File: src/hdl/assert_macros.svh
// assertion helpers shared by the RTL
`ifndef ASSERT_MACROS_SVH
`define ASSERT_MACROS_SVH
`ifndef SYNTHESIS
`define AST_HOLD(lbl, clk, rst, prop) \
   lbl: assert property (@(posedge clk) disable iff (rst) (prop)) else $error("lbl failed");
`define AST_IMPL(lbl, clk, rst, ante, cons) \
   lbl: assert property (@(posedge clk) disable iff (rst) (ante) |-> (cons)) else $error("lbl failed");
`else
`define AST_HOLD(lbl, clk, rst, prop)
`define AST_IMPL(lbl, clk, rst, ante, cons)
`endif
`endif

File: src/hdl/ist_pkg.sv
`default_nettype none
package ist_pkg;
   typedef enum logic [1:0] {
      ACT_ADD    = 2'd0,
      ACT_REMOVE = 2'd1,
      ACT_QUERY  = 2'd2,
      ACT_NONE   = 2'd3
   } action_type;

   typedef enum logic [1:0] {
      ST_DONE  = 2'd0,
      ST_FULL  = 2'd1,
      ST_EMPTY = 2'd2,
      ST_RSVD  = 2'd3
   } status_type;

   typedef enum logic [1:0] {
      S_IDLE,
      S_SCAN,
      S_TAIL,
      S_COMMIT
   } state_type;

   typedef struct packed {
      logic start;
      logic step;
      logic tail;
      logic commit;
   } cmd_type;

   typedef struct packed {
      logic scan_done;
   } stat_type;
endpackage
`default_nettype wire

File: src/hdl/interval_set_table.sv
// channel | dir | tdata (low bit up)                      | tuser
// req     | in  | left[31:0], right[31:0]                  | action[1:0]
// rsp     | out | covered, status[1:0], interval_count, 0s | -
// One item at a time. The scan visits each stored interval in turn, with an
// extra step for a remove that splits an entry or an add that places before a
// neighbour; then come tail, commit and accept. Reset (synchronous) empties
// the table; no clearing pass.
// A held result blocks only the commit step; the next item is taken meanwhile.
`default_nettype none
module interval_set_table #(
   parameter int MAX_INTERVALS = 16,
   parameter int COORD_BITS    = 32
) (
   input  wire logic clock,
   input  wire logic reset,
   input  wire logic req_tvalid,
   output logic      req_tready,
   input  wire logic [63:0] req_tdata,  // left[31:0], right[63:32]
   input  wire logic [1:0]  req_tuser,  // action
   output logic      rsp_tvalid,
   input  wire logic rsp_tready,
   output logic [((3 + $clog2(MAX_INTERVALS + 1) + 7) / 8) * 8 - 1:0] rsp_tdata
   // covered[0], status[2:1], interval_count, zero fill
);
   import ist_pkg::*;

   localparam int CW = $clog2(MAX_INTERVALS + 1);
   localparam int OW = ((3 + CW + 7) / 8) * 8;

   cmd_type       cmd;
   stat_type      stat;
   logic          covered;
   logic [1:0]    status;
   logic [CW-1:0] interval_count;

   ist_ctrl u_ctrl (
      .clock(clock), .reset(reset),
      .req_tvalid(req_tvalid), .req_tready(req_tready),
      .rsp_tvalid(rsp_tvalid), .rsp_tready(rsp_tready),
      .cmd(cmd), .stat(stat)
   );

   ist_dpath #(.MAX_INTERVALS(MAX_INTERVALS), .COORD_BITS(COORD_BITS), .CW(CW)) u_dpath (
      .clock(clock), .reset(reset), .cmd(cmd), .stat(stat),
      .action(req_tuser), .left(req_tdata[31:0]), .right(req_tdata[63:32]),
      .covered(covered), .status(status), .interval_count(interval_count)
   );

   assign rsp_tdata = OW'({interval_count, status, covered});
endmodule
`default_nettype wire

File: src/hdl/ist_ctrl.sv
`default_nettype none
module ist_ctrl (
   input  wire logic             clock,
   input  wire logic             reset,
   input  wire logic             req_tvalid,
   output logic                  req_tready,
   output logic                  rsp_tvalid,
   input  wire logic             rsp_tready,
   output ist_pkg::cmd_type      cmd,
   input  wire ist_pkg::stat_type stat
);
   import ist_pkg::*;

   state_type state_ff, state_in;
   logic      valid_ff, valid_in;
   logic      slot_free;

   assign slot_free = !valid_ff || rsp_tready;

   always_comb begin
      state_in = state_ff;
      case (state_ff)
         S_IDLE:   if (req_tvalid) state_in = S_SCAN;
         S_SCAN:   if (stat.scan_done) state_in = S_TAIL;
         S_TAIL:   state_in = S_COMMIT;
         S_COMMIT: if (slot_free) state_in = S_IDLE;
         default:  state_in = S_IDLE;
      endcase
   end

   always_comb begin
      req_tready = 1'b0;
      cmd        = '0;
      case (state_ff)
         S_IDLE: begin
            req_tready = 1'b1;
            cmd.start  = req_tvalid;
         end
         S_SCAN:   cmd.step   = !stat.scan_done;
         S_TAIL:   cmd.tail   = 1'b1;
         S_COMMIT: cmd.commit = slot_free;
         default:  cmd = '0;
      endcase
   end

   always_comb begin
      valid_in = valid_ff;
      if (cmd.commit) valid_in = 1'b1;
      else if (rsp_tready) valid_in = 1'b0;
   end

   assign rsp_tvalid = valid_ff;

   always_ff @(posedge clock) begin
      if (reset) begin
         state_ff <= S_IDLE;
         valid_ff <= 1'b0;
      end else begin
         state_ff <= state_in;
         valid_ff <= valid_in;
      end
   end

   `include "assert_macros.svh"
   `AST_IMPL(a_rsp_from_commit, clock, reset, $rose(valid_ff), $past(state_ff == S_COMMIT))
   `AST_IMPL(a_one_step, clock, reset, cmd.step, state_ff == S_SCAN && !cmd.commit)
   `AST_IMPL(a_tail_then_commit, clock, reset, state_ff == S_TAIL, ##1 state_ff == S_COMMIT)
endmodule
`default_nettype wire

File: src/hdl/ist_dpath.sv
`default_nettype none
module ist_dpath #(
   parameter int MAX_INTERVALS = 16,
   parameter int COORD_BITS    = 32,
   parameter int CW            = $clog2(MAX_INTERVALS + 1)
) (
   input  wire logic              clock,
   input  wire logic              reset,
   input  wire ist_pkg::cmd_type  cmd,
   output ist_pkg::stat_type      stat,
   input  wire logic [1:0]        action,
   input  wire logic [31:0]       left,
   input  wire logic [31:0]       right,
   output logic                   covered,
   output logic [1:0]             status,
   output logic [CW-1:0]          interval_count
);
   import ist_pkg::*;

   localparam int IW = (MAX_INTERVALS > 1) ? $clog2(MAX_INTERVALS) : 1;
   localparam int NW = $clog2(MAX_INTERVALS + 2);
   localparam logic [NW-1:0] N_MAX  = NW'(MAX_INTERVALS);
   localparam logic [NW-1:0] N_OVER = NW'(MAX_INTERVALS + 1);

   // two banks: live one is read, the other collects the new table
   logic [COORD_BITS-1:0] st_mem [2][MAX_INTERVALS];
   logic [COORD_BITS-1:0] en_mem [2][MAX_INTERVALS];

   logic                  bank_ff;
   logic [CW-1:0]         count_ff;
   logic [CW-1:0]         i_ff, i_in;
   logic [NW-1:0]         n_ff, n_in;
   logic [COORD_BITS-1:0] lo_ff, lo_in, hi_ff, hi_in;
   action_type            act_ff;
   logic                  skip_ff, placed_ff, placed_in, ph_ff, ph_in, cov_ff, cov_in;
   logic                  cov_out_ff;
   status_type            status_ff;
   logic [CW-1:0]         cnt_out_ff;

   logic [COORD_BITS-1:0] s, e, lo_c, hi_c, wr_s, wr_e;
   logic                  wr, full, upd;

   assign lo_c = COORD_BITS'(left);
   assign hi_c = COORD_BITS'(right);
   assign s = st_mem[bank_ff][i_ff[IW-1:0]];
   assign e = en_mem[bank_ff][i_ff[IW-1:0]];
   assign stat.scan_done = skip_ff || (i_ff == count_ff);

   always_comb begin
      i_in      = i_ff;
      lo_in     = lo_ff;
      hi_in     = hi_ff;
      placed_in = placed_ff;
      ph_in     = ph_ff;
      cov_in    = cov_ff;
      wr        = 1'b0;
      wr_s      = s;
      wr_e      = e;
      if (cmd.step) begin
         case (act_ff)
            ACT_ADD: begin
               if (e < lo_ff) begin
                  wr   = 1'b1;
                  i_in = i_ff + 1'b1;
               end else if (s > hi_ff) begin
                  wr = 1'b1;
                  if (!placed_ff) begin
                     wr_s      = lo_ff;
                     wr_e      = hi_ff;
                     placed_in = 1'b1;
                  end else begin
                     i_in = i_ff + 1'b1;
                  end
               end else begin
                  if (s < lo_ff) lo_in = s;
                  if (e > hi_ff) hi_in = e;
                  i_in = i_ff + 1'b1;
               end
            end
            ACT_REMOVE: begin
               if (e <= lo_ff || s >= hi_ff) begin
                  wr   = 1'b1;
                  i_in = i_ff + 1'b1;
               end else if (!ph_ff && s < lo_ff) begin
                  wr   = 1'b1;
                  wr_e = lo_ff;
                  if (e > hi_ff) ph_in = 1'b1;
                  else i_in = i_ff + 1'b1;
               end else begin
                  wr    = e > hi_ff;
                  wr_s  = hi_ff;
                  ph_in = 1'b0;
                  i_in  = i_ff + 1'b1;
               end
            end
            ACT_QUERY: begin
               if (s <= lo_ff && e >= hi_ff) cov_in = 1'b1;
               i_in = i_ff + 1'b1;
            end
            default: i_in = count_ff;
         endcase
      end else if (cmd.tail && act_ff == ACT_ADD && !placed_ff && !skip_ff) begin
         wr   = 1'b1;
         wr_s = lo_ff;
         wr_e = hi_ff;
      end
      n_in = n_ff;
      if (wr && n_ff != N_OVER) n_in = n_ff + 1'b1;
   end

   assign full = n_ff > N_MAX;
   assign upd  = !skip_ff && (act_ff == ACT_ADD || act_ff == ACT_REMOVE);

   always_ff @(posedge clock) begin
      if (wr && n_ff < N_MAX) begin
         st_mem[!bank_ff][n_ff[IW-1:0]] <= wr_s;
         en_mem[!bank_ff][n_ff[IW-1:0]] <= wr_e;
      end
   end

   always_ff @(posedge clock) begin
      if (cmd.start) begin
         act_ff    <= action_type'(action);
         lo_ff     <= lo_c;
         hi_ff     <= hi_c;
         skip_ff   <= (lo_c >= hi_c) || action == ACT_NONE;
         i_ff      <= '0;
         n_ff      <= '0;
         placed_ff <= 1'b0;
         ph_ff     <= 1'b0;
         cov_ff    <= 1'b0;
      end else begin
         lo_ff     <= lo_in;
         hi_ff     <= hi_in;
         i_ff      <= i_in;
         n_ff      <= n_in;
         placed_ff <= placed_in;
         ph_ff     <= ph_in;
         cov_ff    <= cov_in;
      end
      if (cmd.commit) begin
         cov_out_ff <= cov_ff && !skip_ff;
         if (lo_ff >= hi_ff) status_ff <= ST_EMPTY;
         else if (upd && full) status_ff <= ST_FULL;
         else status_ff <= ST_DONE;
         cnt_out_ff <= (upd && !full) ? CW'(n_ff) : count_ff;
      end
   end

   always_ff @(posedge clock) begin
      if (reset) begin
         bank_ff  <= 1'b0;
         count_ff <= '0;
      end else if (cmd.commit && upd && !full) begin
         bank_ff  <= !bank_ff;
         count_ff <= CW'(n_ff);
      end
   end

   assign covered        = cov_out_ff;
   assign status         = status_ff;
   assign interval_count = cnt_out_ff;

   `include "assert_macros.svh"
   `AST_HOLD(a_count_range, clock, reset, count_ff <= CW'(MAX_INTERVALS))
   `AST_IMPL(a_scan_in_table, clock, reset, cmd.step, i_ff < count_ff)
   `AST_IMPL(a_split_pending, clock, reset, ph_ff, act_ff == ACT_REMOVE)
endmodule
`default_nettype wire
File: config.mk
export PLATFORM = sky130hd
export DESIGN_NAME = interval_set_table
export DESIGN_NICKNAME = d
export VERILOG_FILES = /design/src/hdl/ist_pkg.sv /design/src/hdl/interval_set_table.sv /design/src/hdl/ist_ctrl.sv /design/src/hdl/ist_dpath.sv
export VERILOG_INCLUDE_DIRS = /design/src /design/src/hdl
export SDC_FILE = /design/constraint.sdc
export NUM_CORES = 2
export LEC_CHECK = 0
export BUFFER_PORTS_ARGS = -buffer_cell sky130_fd_sc_hd__buf_2
export CAP_MARGIN = 20
export CELL_PAD_IN_SITES_DETAIL_PLACEMENT = 0
export CELL_PAD_IN_SITES_GLOBAL_PLACEMENT = 1
export CORE_MARGIN = 3
export CORE_UTILIZATION = 42
export CTS_BUF_LIST = sky130_fd_sc_hd__clkbuf_16
export DETAILED_ROUTE_END_ITERATION = 6
export GPL_TIMING_DRIVEN = 0
export MAX_ROUTING_LAYER = met4
export PLACE_DENSITY = 0.6
export SLEW_MARGIN = 20
export SYNTH_ARGS = -nofsm -noshare
export SYNTH_HDL_FRONTEND = slang
export SYNTH_SLANG_ARGS = --single-unit
File: constraint.sdc
create_clock -name clock -period 15.05 [get_ports clock]
set_clock_uncertainty 0.05 [all_clocks]
set_input_delay 2.2575 -clock clock [delete_from_list [all_inputs] [get_ports clock]]
set_output_delay 2.2575 -clock clock [all_outputs]
set_load 0.05 [all_outputs]
; ---- Yosys cells after proc, flatten, opt, wreduce, memory -nomap -nowiden
; Memories as Yosys holds them, arrays and structs flattened. A register that Yosys moved wholly into a read port is not among the register bits.
; Index checks and enable logic that the tools add are counted.
[totals]
regBits = 97
in_bits = 70
n_memories = 2
word_cells = 166
output_inout_bits = 10
ramBits = 2048
[op_classes]
n_lt_le_gt_ge = 15
n_bitwise = 4
n_addsub = 2
mux = 71
n_eq_ne = 16
n_reduce_logical = 40
[mem_list]
columns = name, depth, word_bits, rd, rd_ports_with_merged_regs, wr, line_no
row1 = u_dpath.en_mem, 2, 512, 1, 1, 1, ist_dpath.sv:27  ; logic [COORD_BITS-1:0] en_mem [2][MAX_INTERVALS];
row2 = u_dpath.st_mem, 2, 512, 1, 1, 1, ist_dpath.sv:26  ; logic [COORD_BITS-1:0] st_mem [2][MAX_INTERVALS];
[ops]
columns = op, n
row1 = $mux 32, 31
row2 = $mux 512, 1
row3 = $bmux 32 s4, 2
row4 = $demux 32 s4, 1
row5 = $ge 32x32->1, 4
row6 = $pmux 32 s2, 2
row7 = $gt 32x32->1, 2
row8 = $le 32x32->1, 2
row9 = $lt 32x32->1, 2
row10 = $mux 5, 7
row11 = $mux 1, 21
row12 = $pmux 5 s3, 1
row13 = $logic_and 1x1->1, 14
row14 = $add 5x1->5 const B, 2
row15 = $ge 5x5->1 const B, 2
row16 = $not 4->5, 2
row17 = $reduce_and 5->1, 2
row18 = $reduce_bool 2->1, 5
row19 = $reduce_and 3->1, 3
row20 = $eq 2x2->1 const B, 4
row21 = $pmux 2 s4, 1
row22 = $reduce_and 4->1, 2
row23 = $logic_not 1->1, 7
row24 = $mux 2, 3
row25 = 14 further kinds, 25

; ---- Depth between registers and ports, before layout
[logic_depth]
depth_word = 13
mapped_depth = 21
depth_no_buf = 13

; ---- By module
; From an unflattened synthesis, not the netlist that was laid out.
[hier_totals]
hier_cells = 4370
hier_area_um2 = 88548.7
[modules_own_cells]
columns = mod, n_inst, seq_area_each_um2, cells_per_inst, area_per_inst_um2
row1 = ist_dpath, 1, 64151.5, 4344, 88312.2
row2 = ist_ctrl, 1, 60.1, 25, 229.0
row3 = interval_set_table, 1, 0.0, 1, 7.5

; ---- Worst setup path before layout
; Ideal clock, no wire load.
[synth_path]
path_kind = flip-flop to flip-flop
from = register with a tool-made name
to = memory u_dpath.en_mem[1][128] in the netlist's numbering (enable)
arrival_time_ns = 10.748
t_required_ns = 14.356
period_less_slack_ns = 11.441
setup_time_ns = 0.644
stages_incl_launch_ff = 21
path_buffers = 7
path_slack_ns = 3.609
path_cell_list = dfxtp_1 > buf_6 > buf_6 > buf_6 > buf_2 > buf_2 > mux4_2 > mux4_2 > mux2i_1 > inv_1 > ha_1 > nor2b_1 > o211ai_1 > a21oi_1 > o311a_1 > or3_1 > buf_2 > and4_1 > o31a_1 > buf_2 > nor4_1
[synth_rtl]
columns = item, line_no
row1 = "end, declared", ist_dpath.sv:27

; ---- Worst setup path after layout
[layout_path]
from = register u_dpath.i_ff[0]
to = memory u_dpath.en_mem[1][137] in the netlist's numbering (enable)
[layout_between]
elab_chain_len = 13
word_cells_on_any_way = 28
classes_between = order compare (6) / eq/ne (1) / mux (15) / bitwise (1) / reduce/logical (5)
[layout_lines]
columns = item, line_no
row1 = "start, declared", ist_dpath.sv:31  ; logic [CW-1:0] i_ff, i_in;
row2 = "start signal, assigned", ist_dpath.sv:135  ; i_ff <= i_in;
row3 = $not 4->5 (not written as such), "ist_dpath.sv:45, ist_dpath.sv:46"
row4 = $bmux 32 s4, ist_dpath.sv:45  ; assign s = st_mem[bank_ff][i_ff[IW-1:0]];
row5 = $mux 32 (not written as such) (2 in a row), ist_dpath.sv:45
row6 = $lt 32x32->1, ist_dpath.sv:84  ; end else if (!ph_ff && s < lo_ff) begin
row7 = $logic_and 1x1->1, ist_dpath.sv:84
row8 = $mux 1, ist_dpath.sv:84
row9 = $mux 1, ist_dpath.sv:81  ; if (e <= lo_ff || s >= hi_ff) begin
row10 = $pmux 1 s2, ist_dpath.sv:60  ; case (act_ff)
row11 = $mux 1 (*), ist_dpath.sv:59  ; if (cmd.step) begin
row12 = $logic_and 1x1->1 (*), ist_dpath.sv:115  ; if (wr && n_ff < N_MAX) begin
row13 = $mux 1 (*), ist_dpath.sv:115
row14 = $mux 512 (not written as such) (*), ist_dpath.sv:117  ; en_mem[!bank_ff][n_ff[IW-1:0]] <= wr_e;
; Mark *: on every way between the ends. The rest lies on a longest branch, timed or not. The select of a mux whose other input is x is not followed.

==> impl_metrics.json <==
{
  "worstRegToRegCells": 24,
  "path_max_fanout": 10,
  "r2r_end": "u_dpath.en_mem[1][137]",
  "critical_path_cell_count": 24,
  "syn_area_per_cell_um2": 20.3,
  "arrival_ns": 11.54,
  "io_pins": 80,
  "synth_top_family_by_area": "multiplexers",
  "met1Wirelength_mm": 130,
  "slew_violations": 0,
  "layout_commonest_cell": "edfxtp_1",
  "wire_per_inst_um": 36.8,
  "hpwl_mm": 213,
  "worst_setup_path_start_kind": "register",
  "crit_path_end": "u_dpath.en_mem[1][137]",
  "viasPerCell": 6.16,
  "vias": 49100,
  "path_cells": "buf_2 > buf_2 > clkbuf_1 > buf_1 > mux4_2 > mux4_2 > mux2i_1 > inv_1 > ha_1 > nand4_1 > nor4_1 > a21boi_0 > o31a_1 > o21ai_1 > and4_1 > o31a_1 > buf_2 > nor4_2 > buf_2 > buf_2 > buf_2 > buf_2 > buf_2 > buf_2",
  "synth-simple-area-share": 0.0249,
  "cts_root_buffer": "clkbuf_16",
  "tns_ns": 0,
  "cp.required_ns": 15.57,
  "synthAdderAreaFrac": 0.0282,
  "synth_compound_area_frac": 0.0346,
  "core_area_um2": 210000,
  "synth_edf_count": 2123,
  "synth_cells": 4385,
  "fin_crit_ns": 11.02,
  "synth_nets": 4656,
  "initial_core_util": 0.424,
  "antenna_found_initial": 7,
  "cap_violations": 0,
  "powerDensity_nw_per_um2": 135,
  "grt-ovfl-total": 0,
  "stdcell_count": 7966,
  "fmaxAchievable_ghz": 0.0907,
  "rows": 168,
  "remaining_drc_errors": 0,
  "wirelength_mm": 293,
  "min-delay-path-class": "reg2reg",
  "finalCritPeriodShare": 0.732,
  "clockBufferDepth": 3,
  "fin_nets": 5249,
  "place_inst": 7562,
  "pre_cts_ws_ns": 4.41,
  "numCtsBuffers": 218,
  "maxUsedRoutingLayer": "met4",
  "cts_hold_buf": 0,
  "clock_latency_ns": 0.88,
  "clk_pin_slew_ns": 0.06,
  "final_core_util": 0.501,
  "gp_congestion": 0.947,
  "area_growth_pct": 18.1,
  "fin_area_um2": 105000,
  "ir_drop_v": 0.000123,
  "r2r-start": "u_dpath.i_ff[0]",
  "crit_type": "reg2reg",
  "cpMaxStageDelayCell": "buf_1",
  "crit_family": "buffers and inverters",
  "hold_ws_ns": 0.425,
  "max_slew_margin": 0.154,
  "fin_ws_ns": 4.03,
  "critPathCaptureType": "register",
  "ys_types": 74,
  "port_buffers": 78,
  "yosysSeqAreaShare": 0.720,
  "die_w_um": 467,
  "finalSetupViolations": 0,
  "synth_mux_area_frac": 0.173,
  "route.met3.wl_mm": 24.3,
  "grt_pass1_vias": 47700,
  "grt_pass1_wl_mm": 403,
  "cts_resized": 0,
  "async_flop_share": 0,
  "critPathMaxStageDelay_ns": 0.96,
  "post_cts_buffers": 0,
  "power_mw": 14.2,
  "crit_buf_inv": 12,
  "dr.pass1.iters": 5,
  "placed_area_um2": 98200,
  "first_iter_violations": 7007,
  "drive_gt1_frac": 0.314,
  "status": "completed",
  "ant_nets": 0,
  "fp.dieH_um": 467,
  "h-tree-depth": 4,
  "grt.total_usage": 0.278,
  "synth_ff_type": "edfxtp_1",
  "synth_seq_cells": 2146,
  "syn-cell-area_um2": 89200,
  "clock_sinks": 2146,
  "worst_pin_slew_ns": 1.23,
  "final_cell_mix": "2123 x edfxtp_1, 640 x mux4_2, 222 x a21oi_1",
  "wl_met2_mm": 131,
  "crit_path_frequent_cell": "buf_2",
  "synth_xor_area_frac": 0.000589,
  "synth_warnings": 0,
  "r2r_slack_ns": 4.03,
  "hold_viol_final": 0,
  "die_area_um2": 218000,
  "cts_tree": "built",
  "rsz0062_at_grt": "no",
  "leakage_nw": 34.0,
  "grt_max_degree": 33,
  "startpoint": "u_dpath.i_ff[0]"
}
## cell type report
class	count	area (µm²)
antenna	1	2.50
sequential	2146	64200
fill	16900	105000
tap	2805	3510
clock buffer	220	5510
inverter	154	578
buffer	234	1160
timing repair buffer	373	4830
clock inverter	182	1570
multi-input combinational	1851	24000
## cell usage after synthesis, types with 12 or more instances
master	n	area share
a211oi_1	15	0.0013
a21o_1	36	0.0030
a21oi_1	222	0.012
a221o_1	25	0.0028
a221oi_1	23	0.0023
a31oi_1	20	0.0014
and3_1	27	0.0019
buf_1	23	0.00097
buf_2	68	0.0038
buf_6	17	0.0021
clkbuf_1	120	0.0051
dfxtp_1	23	0.0052
edfxtp_1	2123	0.71
ha_1	201	0.028
inv_1	130	0.0055
inv_2	24	0.0010
mux2_2	24	0.0030
mux2i_1	32	0.0036
mux2i_4	13	0.0033
mux4_2	640	0.16
nand2_1	80	0.0034
nand3_1	25	0.0014
nand4_1	51	0.0036
nor2_1	190	0.0080
nor2b_1	12	0.00084
nor3_1	14	0.00079
o211ai_1	31	0.0026
o21ai_0	26	0.0015
o221a_1	19	0.0024
## metal layers
layer	vias to the layer above	track usage
met5	-	-
met4	0	0.0724
met3	356	0.0445
met2	2401	0.400
met1	26700	0.415
li1	19600	-
## worst reg2reg max path, delay by kind of cell, from the launching register on
family                   cells  cell delay [ns]
multiplexers                 3             1.82
buffers and inverters       12             4.43
flip-flops                   1             0.44
AO/OA/AOI/OAI                4             1.59
AND/OR/NAND/NOR              4             2.02
adder cells (fa/ha/maj)      1             0.39
## registers in the layout (all words and copies together) (netlist names), 5 cells and up, named ones only
| register | cells |
|---|---|
| u_dpath.interval_count | 5 |
| u_dpath.hi_ff | 32 |
| u_dpath.st_mem | 1024 |
| u_dpath.count_ff | 5 |
| u_dpath.n_ff | 5 |
| u_dpath.i_ff | 5 |
| u_dpath.lo_ff | 32 |
| u_dpath.en_mem | 1024 |
## report_power, final
| group | internal (mW) | switching [mW] | total [mW] |
|---|---|---|---|
| Sequential | 6.87 | 0.0910 | 6.96 |
| Clock | 3.02 | 2.36 | 5.38 |
| Combinational | 0.572 | 1.31 | 1.88 |
## kinds of logic (layout without fill, tap and decap cells)
| logic type | count (synthesis) | count (layout) |
|---|---|---|
| other | 0 | 1 |
| and+or+nand+nor | 454 | 454 |
| DFF | 2146 | 2146 |
| adders and majority gates | 201 | 201 |
| AOI/OAI and AO/OA | 473 | 473 |
| muxes | 717 | 717 |
| buffers and inverters | 388 | 1163 |
| xor gates and xnor gates | 6 | 6 |
## worst min-delay path by stage
stage	from	to	slack (ns)	cells after the start
global placement	u_dpath.cov_ff	u_dpath.cov_ff	0.40	1
global route	u_dpath.cov_ff	u_dpath.cov_ff	0.44	1
finish	u_dpath.cov_ff	u_dpath.cov_ff	0.42	1
floorplan	u_dpath.cov_ff	u_dpath.cov_ff	0.38	1
detailed placement	u_dpath.cov_ff	u_dpath.cov_ff	0.41	1
CTS	u_dpath.cov_ff	u_dpath.cov_ff	0.42	1
Note: power is estimated with default switching activity, not from simulation.
